`config.mk`:
```
export PLATFORM = sky130hd
export DESIGN_NAME = gaussian_row_fir_13tap_flat
export DESIGN_NICKNAME = d
export VERILOG_FILES = /design/src/rtl/grf_pkg.sv /design/src/rtl/grf_in_if.sv /design/src/rtl/grf_out_if.sv /design/src/rtl/gaussian_row_fir_13tap.sv /design/src/rtl/grf_front.sv /design/src/rtl/grf_queue.sv /design/src/rtl/grf_back.sv /design/src/flat_wrapper.sv
export SDC_FILE = /design/constraint.sdc
export NUM_CORES = 2
export LEC_CHECK = 0
export ABC_AREA = 1
export BUFFER_PORTS_ARGS = -buffer_cell sky130_fd_sc_hd__buf_4
export CAP_MARGIN = 20
export CORE_MARGIN = 2
export CORE_UTILIZATION = 55
export CTS_CLUSTER_DIAMETER = 100
export CTS_CLUSTER_SIZE = 12
export DETAILED_ROUTE_END_ITERATION = 16
export GPL_TIMING_DRIVEN = 0
export PLACE_DENSITY = 0.79
export SLEW_MARGIN = 25
export SYNTH_ARGS = -nofsm -noshare
export SYNTH_HDL_FRONTEND = slang
export SYNTH_HIERARCHICAL = 1
export SYNTH_SLANG_ARGS = --single-unit
```
`constraint.sdc`:
```
create_clock -name clk_i -period 10.05 [get_ports clk_i]
set_input_delay 0.5025 -clock clk_i [delete_from_list [all_inputs] [get_ports clk_i]]
set_output_delay 0.5025 -clock clk_i [all_outputs]
set_load 0.005 [all_outputs]
```
`src/rtl/grf_pkg.sv`:
```
`timescale 1ns / 1ps
// ----------------------------------------------------------------------------
// Gaussian row filter package
// Widths, weight register constants and shared types of the row filter.
// ----------------------------------------------------------------------------
package grf_pkg;

  // Pixel and weight formats.
  localparam int PIX_W       = 8;
  localparam int WEIGHT_W    = 11;
  localparam int FRAC_BITS   = 10;
  localparam int PROD_W      = PIX_W + WEIGHT_W - FRAC_BITS;

  // Weight register file: one register per tap distance from the centre.
  localparam int WEIGHT_REGS = 7;
  localparam int CFG_IDX_W   = 3;
  localparam logic [CFG_IDX_W-1:0] REG_WEIGHT_LAST = 3'd6;

  localparam logic [WEIGHT_W-1:0] WEIGHT_RESET [WEIGHT_REGS] = '{
    11'd136, 11'd128, 11'd109, 11'd82, 11'd55, 11'd33, 11'd18
  };

  // Front sequencer states.
  typedef enum logic [1:0] {
    ST_RUN   = 2'b01,
    ST_FLUSH = 2'b10
  } grf_state_e;

endpackage

```
`src/rtl/grf_in_if.sv`:
```
`timescale 1ns / 1ps
// ----------------------------------------------------------------------------
// Row filter input channel
// Valid/ready channel carrying one raster pixel and its end-of-image mark.
// ----------------------------------------------------------------------------
interface grf_in_if import grf_pkg::*; ();
  logic             valid;
  logic             ready;
  logic [PIX_W-1:0] pixel_in;
  logic             end_of_image;

  modport source (output valid, output pixel_in, output end_of_image, input ready);
  modport sink   (input valid, input pixel_in, input end_of_image, output ready);
endinterface

```
`src/rtl/grf_out_if.sv`:
```
`timescale 1ns / 1ps
// ----------------------------------------------------------------------------
// Row filter output channel
// Valid/ready channel carrying one filtered pixel and its last-of-image mark.
// ----------------------------------------------------------------------------
interface grf_out_if import grf_pkg::*; ();
  logic             valid;
  logic             ready;
  logic [PIX_W-1:0] pixel_out;
  logic             last_out;

  modport source (output valid, output pixel_out, output last_out, input ready);
  modport sink   (input valid, input pixel_out, input last_out, output ready);
endinterface

```
`src/rtl/gaussian_row_fir_13tap.sv`:
```
`timescale 1ns / 1ps
// ----------------------------------------------------------------------------
// Gaussian row filter, 13 taps
// Symmetric Gaussian FIR over a raster pixel stream with programmable
// Q1.10 weights and an end-of-image flush.
// ----------------------------------------------------------------------------
// While an image streams in, the filter takes one pixel per clock and gives
// one filtered pixel per clock once TAP_COUNT pixels have arrived, while
// the queue has room; a job passes from the queue to the product stage and
// then the sum stage, which offers the result. The pixel marked end of image
// is followed by one flush job per position still held in the window, up
// to TAP_COUNT-1 jobs, during which the input is held off: the front-end
// sequencer issues one filter job per cycle while the queue has room. The
// final flushed result carries last_out. Weights are to be written through
// the configuration port while the block is idle, which it does not enforce.
module gaussian_row_fir_13tap import grf_pkg::*; #(
  parameter int TAP_COUNT   = 13,
  parameter int QUEUE_DEPTH = 2
) (
  input  logic                 clk_i,
  input  logic                 rst_ni,
  input  logic                 cfg_we_i,
  input  logic [CFG_IDX_W-1:0] cfg_idx_i,
  input  logic [WEIGHT_W-1:0]  cfg_wdata_i,
  grf_in_if.sink               in_i,
  grf_out_if.source            out_o
);

  localparam int JOB_W = TAP_COUNT * PIX_W + 1;

  logic             fj_valid, fj_ready;
  logic [JOB_W-1:0] fj_data;
  logic             bj_valid, bj_ready;
  logic [JOB_W-1:0] bj_data;

  // Window keeper and job issue.
  grf_front #(
    .TAP_COUNT (TAP_COUNT)
  ) u_front (
    .clk_i       (clk_i),
    .rst_ni      (rst_ni),
    .in_i        (in_i),
    .job_valid_o (fj_valid),
    .job_ready_i (fj_ready),
    .job_data_o  (fj_data)
  );

  // Decoupling queue between front and back.
  grf_queue #(
    .WIDTH (JOB_W),
    .DEPTH (QUEUE_DEPTH)
  ) u_queue (
    .clk_i        (clk_i),
    .rst_ni       (rst_ni),
    .push_valid_i (fj_valid),
    .push_ready_o (fj_ready),
    .push_data_i  (fj_data),
    .pop_valid_o  (bj_valid),
    .pop_ready_i  (bj_ready),
    .pop_data_o   (bj_data)
  );

  // Weighted sum and output register.
  grf_back #(
    .TAP_COUNT (TAP_COUNT)
  ) u_back (
    .clk_i       (clk_i),
    .rst_ni      (rst_ni),
    .cfg_we_i    (cfg_we_i),
    .cfg_idx_i   (cfg_idx_i),
    .cfg_wdata_i (cfg_wdata_i),
    .job_valid_i (bj_valid),
    .job_ready_o (bj_ready),
    .job_data_i  (bj_data),
    .out_o       (out_o)
  );

endmodule

```
`src/rtl/grf_front.sv`:
```
`timescale 1ns / 1ps
// ----------------------------------------------------------------------------
// Row filter front end
// Accepts pixels, keeps the window of positions still lacking a result and
// issues one filter job per result, including the end-of-image flush.
// ----------------------------------------------------------------------------
module grf_front import grf_pkg::*; #(
  parameter int TAP_COUNT = 13
) (
  input  logic                           clk_i,
  input  logic                           rst_ni,
  grf_in_if.sink                         in_i,
  output logic                           job_valid_o,
  input  logic                           job_ready_i,
  output logic [TAP_COUNT*PIX_W:0]       job_data_o
);

  localparam int WIN_N = TAP_COUNT - 1;
  localparam int CNT_W = $clog2(TAP_COUNT);

  grf_state_e                     st_q, st_d;
  logic [CNT_W-1:0]               cnt_q, cnt_d;
  logic [WIN_N-1:0][PIX_W-1:0]    win_q, win_d;
  logic [TAP_COUNT-1:0][PIX_W-1:0] job_pix;
  logic                           job_last;
  logic                           accept;
  logic                           full;

  // Input is taken only while streaming and while the queue has room.
  assign in_i.ready = (st_q == ST_RUN) && job_ready_i;
  assign accept     = in_i.valid && in_i.ready;
  assign full       = (cnt_q == CNT_W'(WIN_N));

  // Window update and job issue. Entries past the fill count stay zero, so a
  // flush job reads zeros for pixels beyond the end of the image.
  always_comb begin
    st_d     = st_q;
    cnt_d    = cnt_q;
    win_d    = win_q;
    job_pix  = '0;
    job_last = 1'b0;
    job_valid_o = 1'b0;
    unique case (st_q)
      ST_RUN: begin
        if (accept) begin
          if (full) begin
            job_valid_o = 1'b1;
            for (int k = 0; k < WIN_N; k++) begin
              job_pix[k] = win_q[k];
            end
            job_pix[TAP_COUNT-1] = in_i.pixel_in;
            for (int k = 0; k < WIN_N - 1; k++) begin
              win_d[k] = win_q[k+1];
            end
            win_d[WIN_N-1] = in_i.pixel_in;
          end else begin
            for (int k = 0; k < WIN_N; k++) begin
              if (cnt_q == CNT_W'(k)) begin
                win_d[k] = in_i.pixel_in;
              end
            end
            cnt_d = cnt_q + CNT_W'(1);
          end
          if (in_i.end_of_image) begin
            st_d = ST_FLUSH;
          end
        end
      end
      ST_FLUSH: begin
        job_valid_o = 1'b1;
        for (int k = 0; k < WIN_N; k++) begin
          job_pix[k] = win_q[k];
        end
        job_last = (cnt_q == CNT_W'(1));
        if (job_ready_i) begin
          for (int k = 0; k < WIN_N - 1; k++) begin
            win_d[k] = win_q[k+1];
          end
          win_d[WIN_N-1] = '0;
          cnt_d = cnt_q - CNT_W'(1);
          if (job_last) begin
            st_d = ST_RUN;
          end
        end
      end
      default: begin
        st_d = ST_RUN;
      end
    endcase
  end

  assign job_data_o = {job_last, job_pix};

  // State registers.
  always_ff @(posedge clk_i or negedge rst_ni) begin
    if (!rst_ni) begin
      st_q  <= ST_RUN;
      cnt_q <= '0;
      win_q <= '0;
    end else begin
      st_q  <= st_d;
      cnt_q <= cnt_d;
      win_q <= win_d;
    end
  end

endmodule

```
`src/rtl/grf_queue.sv`:
```
`timescale 1ns / 1ps
// ----------------------------------------------------------------------------
// Row filter job queue
// Small first-in first-out buffer that decouples the front end from the
// arithmetic back end.
// ----------------------------------------------------------------------------
module grf_queue #(
  parameter int WIDTH = 105,
  parameter int DEPTH = 2
) (
  input  logic             clk_i,
  input  logic             rst_ni,
  input  logic             push_valid_i,
  output logic             push_ready_o,
  input  logic [WIDTH-1:0] push_data_i,
  output logic             pop_valid_o,
  input  logic             pop_ready_i,
  output logic [WIDTH-1:0] pop_data_o
);

  localparam int PTR_W = (DEPTH > 1) ? $clog2(DEPTH) : 1;
  localparam int CNT_W = $clog2(DEPTH + 1);

  logic [WIDTH-1:0] mem_q [DEPTH];
  logic [PTR_W-1:0] wr_ptr_q, rd_ptr_q;
  logic [CNT_W-1:0] count_q;
  logic             push, pop;

  assign push_ready_o = (count_q != CNT_W'(DEPTH));
  assign pop_valid_o  = (count_q != '0);
  assign push         = push_valid_i && push_ready_o;
  assign pop          = pop_valid_o && pop_ready_i;
  assign pop_data_o   = mem_q[rd_ptr_q];

  // Storage.
  always_ff @(posedge clk_i) begin
    if (push) begin
      mem_q[wr_ptr_q] <= push_data_i;
    end
  end

  // Pointers and fill level.
  always_ff @(posedge clk_i or negedge rst_ni) begin
    if (!rst_ni) begin
      wr_ptr_q <= '0;
      rd_ptr_q <= '0;
      count_q  <= '0;
    end else begin
      if (push) begin
        wr_ptr_q <= (wr_ptr_q == PTR_W'(DEPTH - 1)) ? '0 : wr_ptr_q + PTR_W'(1);
      end
      if (pop) begin
        rd_ptr_q <= (rd_ptr_q == PTR_W'(DEPTH - 1)) ? '0 : rd_ptr_q + PTR_W'(1);
      end
      if (push && !pop) begin
        count_q <= count_q + CNT_W'(1);
      end else if (pop && !push) begin
        count_q <= count_q - CNT_W'(1);
      end
    end
  end

endmodule

```
`src/rtl/grf_back.sv`:
```
`timescale 1ns / 1ps
// ----------------------------------------------------------------------------
// Row filter back end
// Holds the weight registers and runs each job through a product stage and
// a wrapping sum stage that also serves as the output register.
// ----------------------------------------------------------------------------
module grf_back import grf_pkg::*; #(
  parameter int TAP_COUNT = 13
) (
  input  logic                     clk_i,
  input  logic                     rst_ni,
  input  logic                     cfg_we_i,
  input  logic [CFG_IDX_W-1:0]     cfg_idx_i,
  input  logic [WEIGHT_W-1:0]      cfg_wdata_i,
  input  logic                     job_valid_i,
  output logic                     job_ready_o,
  input  logic [TAP_COUNT*PIX_W:0] job_data_i,
  grf_out_if.source                out_o
);

  localparam int CENTER = (TAP_COUNT - 1) / 2;

  logic [WEIGHT_W-1:0]               weight_q [WEIGHT_REGS];
  logic [TAP_COUNT-1:0][WEIGHT_W-1:0] tap_w;
  logic [TAP_COUNT-1:0][PIX_W-1:0]   job_pix;
  logic                              job_last;
  logic [TAP_COUNT-1:0][PROD_W-1:0]  prod_q;
  logic                              prod_valid_q;
  logic                              prod_last_q;
  logic                              out_valid_q;
  logic [PIX_W-1:0]                  out_pix_q, sum_d;
  logic                              out_last_q;
  logic                              adv_out, adv_prod;

  // Weight registers; writes beyond the last register are dropped.
  always_ff @(posedge clk_i or negedge rst_ni) begin
    if (!rst_ni) begin
      for (int i = 0; i < WEIGHT_REGS; i++) begin
        weight_q[i] <= WEIGHT_RESET[i];
      end
    end else if (cfg_we_i && (cfg_idx_i <= REG_WEIGHT_LAST)) begin
      weight_q[cfg_idx_i] <= cfg_wdata_i;
    end
  end

  // Each tap takes the weight for its distance from the centre; taps further
  // out than the register file reaches get weight zero.
  for (genvar k = 0; k < TAP_COUNT; k++) begin : g_tap
    localparam int DIST = (k >= CENTER) ? (k - CENTER) : (CENTER - k);
    if (DIST < WEIGHT_REGS) begin : g_w
      assign tap_w[k] = weight_q[DIST];
    end else begin : g_zero
      assign tap_w[k] = '0;
    end
  end

  assign job_pix  = job_data_i[TAP_COUNT*PIX_W-1:0];
  assign job_last = job_data_i[TAP_COUNT*PIX_W];

  // Stage advance: the output stage moves when empty or taken, the product
  // stage when empty or when the output stage moves.
  assign adv_out     = !out_valid_q || out_o.ready;
  assign adv_prod    = !prod_valid_q || adv_out;
  assign job_ready_o = adv_prod;

  // Product stage: one multiplier per tap, each product truncated on its own.
  // Both factors are widened to the full product width before multiplying.
  always_ff @(posedge clk_i) begin
    if (adv_prod && job_valid_i) begin
      for (int k = 0; k < TAP_COUNT; k++) begin
        prod_q[k] <= PROD_W'(({{WEIGHT_W{1'b0}}, job_pix[k]} *
                              {{PIX_W{1'b0}}, tap_w[k]}) >> FRAC_BITS);
      end
      prod_last_q <= job_last;
    end
  end

  // Sum of the truncated products, wrapped to a byte.
  always_comb begin
    sum_d = '0;
    for (int k = 0; k < TAP_COUNT; k++) begin
      sum_d = sum_d + prod_q[k][PIX_W-1:0];
    end
  end

  always_ff @(posedge clk_i) begin
    if (adv_out && prod_valid_q) begin
      out_pix_q  <= sum_d;
      out_last_q <= prod_last_q;
    end
  end

  // Stage valid flags.
  always_ff @(posedge clk_i or negedge rst_ni) begin
    if (!rst_ni) begin
      prod_valid_q <= 1'b0;
      out_valid_q  <= 1'b0;
    end else begin
      if (adv_prod) begin
        prod_valid_q <= job_valid_i;
      end
      if (adv_out) begin
        out_valid_q <= prod_valid_q;
      end
    end
  end

  assign out_o.valid     = out_valid_q;
  assign out_o.pixel_out = out_pix_q;
  assign out_o.last_out  = out_last_q;

endmodule

```
`src/flat_wrapper.sv`:
```
// flat-port wrapper written by rule: the top's interface ports become plain ports
module gaussian_row_fir_13tap_flat import grf_pkg::*;
#(
  parameter int TAP_COUNT   = 13,
  parameter int QUEUE_DEPTH = 2
)
  (clk_i, rst_ni, cfg_we_i, cfg_idx_i, cfg_wdata_i, in_i_valid, in_i_pixel_in, in_i_end_of_image, in_i_ready, out_o_valid, out_o_pixel_out, out_o_last_out, out_o_ready);
  grf_in_if in_i_i ();
  grf_out_if out_o_i ();
  input  logic clk_i;
  input  logic rst_ni;
  input  logic cfg_we_i;
  input  logic [CFG_IDX_W-1:0] cfg_idx_i;
  input  logic [WEIGHT_W-1:0] cfg_wdata_i;
  input wire logic [$bits(in_i_i.valid)-1:0] in_i_valid;
  input wire logic [$bits(in_i_i.pixel_in)-1:0] in_i_pixel_in;
  input wire logic [$bits(in_i_i.end_of_image)-1:0] in_i_end_of_image;
  output wire logic [$bits(in_i_i.ready)-1:0] in_i_ready;
  output wire logic [$bits(out_o_i.valid)-1:0] out_o_valid;
  output wire logic [$bits(out_o_i.pixel_out)-1:0] out_o_pixel_out;
  output wire logic [$bits(out_o_i.last_out)-1:0] out_o_last_out;
  input wire logic [$bits(out_o_i.ready)-1:0] out_o_ready;
  assign in_i_i.valid = in_i_valid;
  assign in_i_i.pixel_in = in_i_pixel_in;
  assign in_i_i.end_of_image = in_i_end_of_image;
  assign in_i_ready = in_i_i.ready;
  assign out_o_valid = out_o_i.valid;
  assign out_o_pixel_out = out_o_i.pixel_out;
  assign out_o_last_out = out_o_i.last_out;
  assign out_o_i.ready = out_o_ready;
  gaussian_row_fir_13tap #(.TAP_COUNT(TAP_COUNT), .QUEUE_DEPTH(QUEUE_DEPTH)) u_core (.clk_i(clk_i), .rst_ni(rst_ni), .cfg_we_i(cfg_we_i), .cfg_idx_i(cfg_idx_i), .cfg_wdata_i(cfg_wdata_i), .in_i(in_i_i), .out_o(out_o_i));
endmodule
```
Yosys cells after proc, flatten, opt, wreduce, memory -nomap -nowiden
Memory sizes are Yosys's and may differ from the RTL's.
Cells that the tools add are included.

operators by class
  reduce and logical (&&, ||, !) cells = 33
  multiplexer cells = 42
  bitwise logic cells = 1
  equal/unequal tests = 32
  multipliers = 13
  magnitude comparators = 3
  add/sub/neg operators = 18

operators by type and width
  cell                                                      count
  one-hot mux 96 bit (2 select lines)                       2
  2-to-1 mux 96 bit                                         3
  multiplier 8 x 11 -> 18 bit                               13
  2-to-1 mux 104 bit                                        2
  2-to-1 mux 8 bit                                          13
  adder 8 bit                                               12
  bitwise mux 77 bit                                        1
  AND reduction 4 bit                                       14
  inequality test 3 x 2 -> 1 bit, second input constant     12
  demux 11 bit (select 3 bit)                               1
  equality test 4 bit, second input constant                5
  equality test 4 x 3 -> 1 bit, second input constant       4
  2-to-1 mux 2 bit                                          6
  2-to-1 mux 4 bit                                          3
  inequality test 2 bit, second input constant              6
  2-to-1 mux 11 bit                                         1
  logical AND 1 bit                                         9
  equality test 4 x 2 -> 1 bit, second input constant       2
  one-hot mux 4 bit (2 select lines)                        1
  2-to-1 mux 1 bit                                          7
  nonzero test 2 bit                                        3
  adder 4 x 1 -> 4 bit, second input constant               1
  equality test 4 x 1 -> 1 bit, second input constant       1
  greater-or-equal comparator 4 bit, second input constant  1
  other kinds (14)                                          19

storage, ports and cells
  output and inout port bits = 11
  memories kept = 1
  input port bits = 28
  register bits after elaboration = 299
  word-level logic and storage cells = 185
  memory bits (writable) = 210

memories
  memory                words  bits a word  rd ports  clocked after memory_dff  wr ports  RTL line         RTL
  u_core.u_queue.mem_q  2      105          1         0                         1         grf_queue.sv:24  logic [WIDTH-1:0] mem_q [DEPTH];

Logic depth before layout (Yosys ltp)
  word-level depth = 12
  depth in mapped cells = 29
  depth with buffers taken out = 26

Hierarchy
The synthesis kept the hierarchy.

modules (own cells, without submodules)
  module     instances  seq. area each (um2)  cells an instance  area an instance (um2)
  grf_back   1          5425.2                6299               46199.3
  grf_queue  1          6406.1                577                7866.3
  grf_front  1          2553.7                928                5997.0

Worst setup path after synthesis
OpenSTA, ideal clock, no wires.

  path kind = flip-flop to flip-flop
  start = register u_core.u_front.st_q[0]
  end = memory u_core.u_queue.mem_q[0][0], enable pin
  buffers on the path = 2
  required time = 9.480 ns
  arrival = 6.012 ns
  slack = 3.468 ns
  cell stages (with the launch flop) = 10
  setup time = 0.570 ns
  clock period less this slack = 6.582 ns
  cells stage by stage = dfstp_2 ha_1 nand3_1 nor2_1 o21ai_2 buf_2 buf_2 inv_1 nand2_1 nor2_1

between the ends
  longest elaborated chain between the ends = 8
  elaborated cells on any way between the ends = 9
  classes of those cells = eq/ne: 2; mux: 4; reduce/logical: 3

RTL lines
  item                                        RTL line                          RTL
  start, declared                             grf_front.sv:21                   grf_state_e st_q, st_d;
  start signal, assigned                      grf_front.sv:101                  st_q <= st_d;
  equality test 2 x 1 -> 1 bit                grf_front.sv:30, grf_front.sv:43
  logical AND 1 bit                           grf_front.sv:30                   assign in_i.ready = (st_q == ST_RUN) && job_ready_i;
  logical AND 1 bit                           grf_front.sv:31                   assign accept = in_i.valid && in_i.ready;
  2-to-1 mux 1 bit                            grf_front.sv:45                   if (accept) begin
  one-hot mux 1 bit (2 select lines) (*)      grf_front.sv:43                   unique case (st_q)
  via u_core.fj_valid                         gaussian_row_fir_13tap.sv:31      logic fj_valid, fj_ready;
  logical AND 1 bit (*)                       grf_queue.sv:31                   assign push = push_valid_i && push_ready_o;
  2-to-1 mux 1 bit (*)                        grf_queue.sv:37                   if (push) begin
  2-to-1 mux 1 bit (implied by the code) (*)  grf_queue.sv:38                   mem_q[wr_ptr_q] <= push_data_i;
  end, declared                               grf_queue.sv:24

Mark *: on every way through the listed nets, which the timed path passes. The rest lies on a longest branch.

Worst setup path in the final report
  start = register u_core.u_queue.rd_ptr_q
  end = register u_core/u_back/prod_q[82] (netlist bit) (data pin)

between the ends
  longest elaborated chain between the ends = 2

RTL lines
  item                           RTL line                      RTL
  start, declared                grf_queue.sv:25               logic [PTR_W-1:0] wr_ptr_q, rd_ptr_q;
  start signal, assigned         grf_queue.sv:53               rd_ptr_q <= (rd_ptr_q == PTR_W'(DEPTH - 1)) ? '0 : rd_ptr_q + PTR_W'(1);
  memory (2 x 105 bit)           n/a
  via u_core.bj_data[74]         gaussian_row_fir_13tap.sv:34  logic [JOB_W-1:0] bj_data;
  multiplier 8 x 11 -> 18 bit    grf_back.sv:71                prod_q[k] <= PROD_W'(({{WEIGHT_W{1'b0}}, job_pix[k]} *
  end signal, assigned by index  grf_back.sv:71
  end, declared                  grf_back.sv:27                logic [TAP_COUNT-1:0][PROD_W-1:0] prod_q;

The timed path passes the listed nets, and every way through them passes these cells.
A chain may end at the register's enable or synchronous reset.

==> impl_metrics.tcl <==
set metrics [dict create \
    start_kind "flop" \
    register_area_um2 14400 \
    gp_congestion 0.973 \
    cts_buffers 50 \
    synth_top_family_by_area "adder cells" \
    required_ps 10370 \
    slew_headroom_pct 18.7 \
    multiInputGateArea_um2 36100 \
    drt_wl_total_um 161000 \
    synth_simple_gate_area_share_pct 19.9 \
    io_buffers 38 \
    cts_tree "yes" \
    cts_resized 0 \
    post_synth_fa_ha_maj_area_fraction_pct 34.4 \
    vias_per_cell 5.20 \
    drive_gt1_share_pct 3.61 \
    cp.arrival_ps 6410 \
    fin_crit_sh_pct 60.6 \
    grt_pass1_vias 49522 \
    cts_root_buf "clkbuf_16" \
    die_h_um 334 \
    grt_max_degree 91 \
    core_area_um2 109000 \
    final_common_cell "nand2_1" \
    synth_compound_gate_area_share_pct 4.05 \
    vias 48724 \
    yosys_warnings 6 \
    synthesis.nets 9037 \
    io-pin-count 39 \
    cts_setup_buffers 0 \
    critPathTopFamily "adder cells" \
    synth_edf_count 324 \
    setup_violations 0 \
    syn2layout_area_growth_pct 6.55 \
    ctsHtreeMaxLevel 2 \
    min_period_ps 6090 \
    grt_usage_pct 29.6 \
    max_freq_mhz 164 \
    status "finished with violations" \
    syn_area_um2 60100 \
    drv_slew 0 \
    drc_errors 0 \
    hold_buffers 1 \
    clock_path_buffers 3 \
    yosys_register_bits 509 \
    cap_viol_max_count 0 \
    min_path_type "in2reg" \
    final_cell_mix "2,428 x nand2_1, 2,180 x inv_1, 745 x fa_1" \
    grt_pass1_wl_um 260000 \
    antenna_found_initial 6 \
    die_area_um2 112000 \
    drt_iter0_drc 4359 \
    detail_route.wl_per_cell_um 17.2 \
    slowest_stage "xor2_1" \
    async_flop_share_pct 36.3 \
    clock_latency_ps 640 \
    num_rows 121 \
    cts_sinks 509 \
    seq_area_frac_synth_pct 24.0 \
    fillCellCount 9413 \
    clock_skew_ps 36.6 \
    max_stage_delay_ps 570 \
    tightest_slew_ps 1220 \
    dr.pass1.iters 6 \
    grt_setup_unrepaired "no" \
    overflow 0 \
    fp.dieW_um 334 \
    crit_path_frequent_cell "nand2_1" \
    dp_hpwl_um 129000 \
    final_net_count 9141 \
    path_buf_inv 8 \
    synth_xor_area_share_pct 1.71 \
    cp_cell_sequence "buf_4 > buf_6 > buf_2 > nand2_1 > nand2_1 > clkbuf_1 > nand2_1 > fa_1 > fa_1 > inv_1 > fa_1 > inv_1 > fa_1 > inv_1 > ha_1 > nand2_1 > inv_1 > a21oi_1 > nand2_1 > a31oi_1 > xor2_1" \
    synthCells 7804 \
    clk_pin_slew_ps 60 \
    crit_path_end_kind "flop" \
    postRouteAntennaNets 1 \
    muxShareOfSynthArea_pct 0 \
    critical_path_class "reg2reg" \
    synth_area_per_cell_um2 7.70 \
    ys_types 49 \
    violations "antenna rules" \
    start_util_pct 55.3 \
    ys_dominant_reg_cell "edfxtp_1" \
    hold_viol 0 \
    crit_path_max_fanout 10 \
    tns_ps 0 \
]
-- logic make-up (layout without fill, tap and decap cells) --
family,Yosys count,count (layout)
AND/OR/NAND/NOR,3022,3022
XOR/XNOR,117,117
flip-flops,509,509
other,0,15
buffers and inverters,2508,2653
AO/OA/AOI/OAI,443,443
adder cells (fa/ha/maj),1205,1205
-- per-layer routing --
metal,global-route usage [%],share of wire (%),vias up
li1,-,-,22892
met1,37.6,39,23359
met2,48.0,46,2070
met4,16.3,6.0,0
met5,0,0,-
met3,5.52,9.0,403
-- cell usage after synthesis, types with 21 or more instances --
master	n	area, um^2
dfrtp_1	164	4100
o21ai_0	179	896
nor2_1	262	983
inv_1	2181	8190
xor2_1	69	604
buf_4	22	165
clkbuf_1	236	886
dfstp_2	21	552
edfxtp_1	324	9730
fa_1	745	14900
nand3_1	223	1120
nand2_2	32	200
ha_1	460	5760
buf_2	54	270
a21oi_1	177	886
xnor2_1	48	420
nand2_1	2428	9110
-- layout make-up --
cell class              count  area share, %
repair buffers             52          0.964
diodes                     15         0.0587
clock buffers              86           2.17
multi-input cells        4787           56.4
clock inverters             7          0.158
flip-flops and latches    509           22.5
plain buffers             318           2.17
inverters                2190           12.9
well taps                1414           2.76
-- worst min-delay path: cells and delay by family --
family,cells,cell delay [ps]
simple gates,2,100
buf+inv,2,130
-- flip-flops by register name, indices dropped and copies added, names as in the netlist, 2 cells and up --
register and count:
u_core/u_queue/mem_q 210, u_core/u_back/prod_q 104, u_core/u_front/win_q 96, u_core/u_back/tap_w 77, u_core/u_back/out_o.pixel_out 8, u_core/u_front/cnt_q 4, u_core/u_front/st_q 2, u_core/u_queue/count_q 2
-- per-stage QoR --
| step | instance area [um^2] | setup slack (ps) | hold slack (ps) | cells | utilization, % |
|---|---|---|---|---|---|
| floorplan | 60100 | 3470 | 207 | 7804 | - |
| global route | 64000 | 3780 | 148 | 9364 | 58.9 |
| detailed placement | 62500 | 3990 | 379 | 9269 | 57.5 |
| CTS | 64000 | 3960 | 140 | 9363 | 58.9 |
| finish | 64000 | 3960 | 158 | 9378 | 59.0 |
| global placement | 62100 | 627 | 403 | 9256 | 57.2 |
-- final timing paths --
| path | from | end | slack (ps) | depth (start not counted) |
|---|---|---|---|---|
| min | out_o_ready | u_core/u_back/out_o.valid | 160 | 4 |
| min reg2reg | u_core/u_back/prod_last_q | u_core/u_back/out_o.last_out | 420 | 0 |
| max in group asynchronous | rst_ni | u_core/u_back/tap_w[46] | 8520 | 4 |
| min in group asynchronous | rst_ni | u_core/u_back/out_o.valid | 330 | 2 |
| max | u_core/u_queue/rd_ptr_q | u_core/u_back/prod_q[82] | 3960 | 21 |
| max reg2reg | u_core/u_queue/rd_ptr_q | u_core/u_back/prod_q[82] | 3960 | 21 |
Power is not shown: default switching activity piles up to over one toggle a cycle in this logic, so the estimate is an artifact.
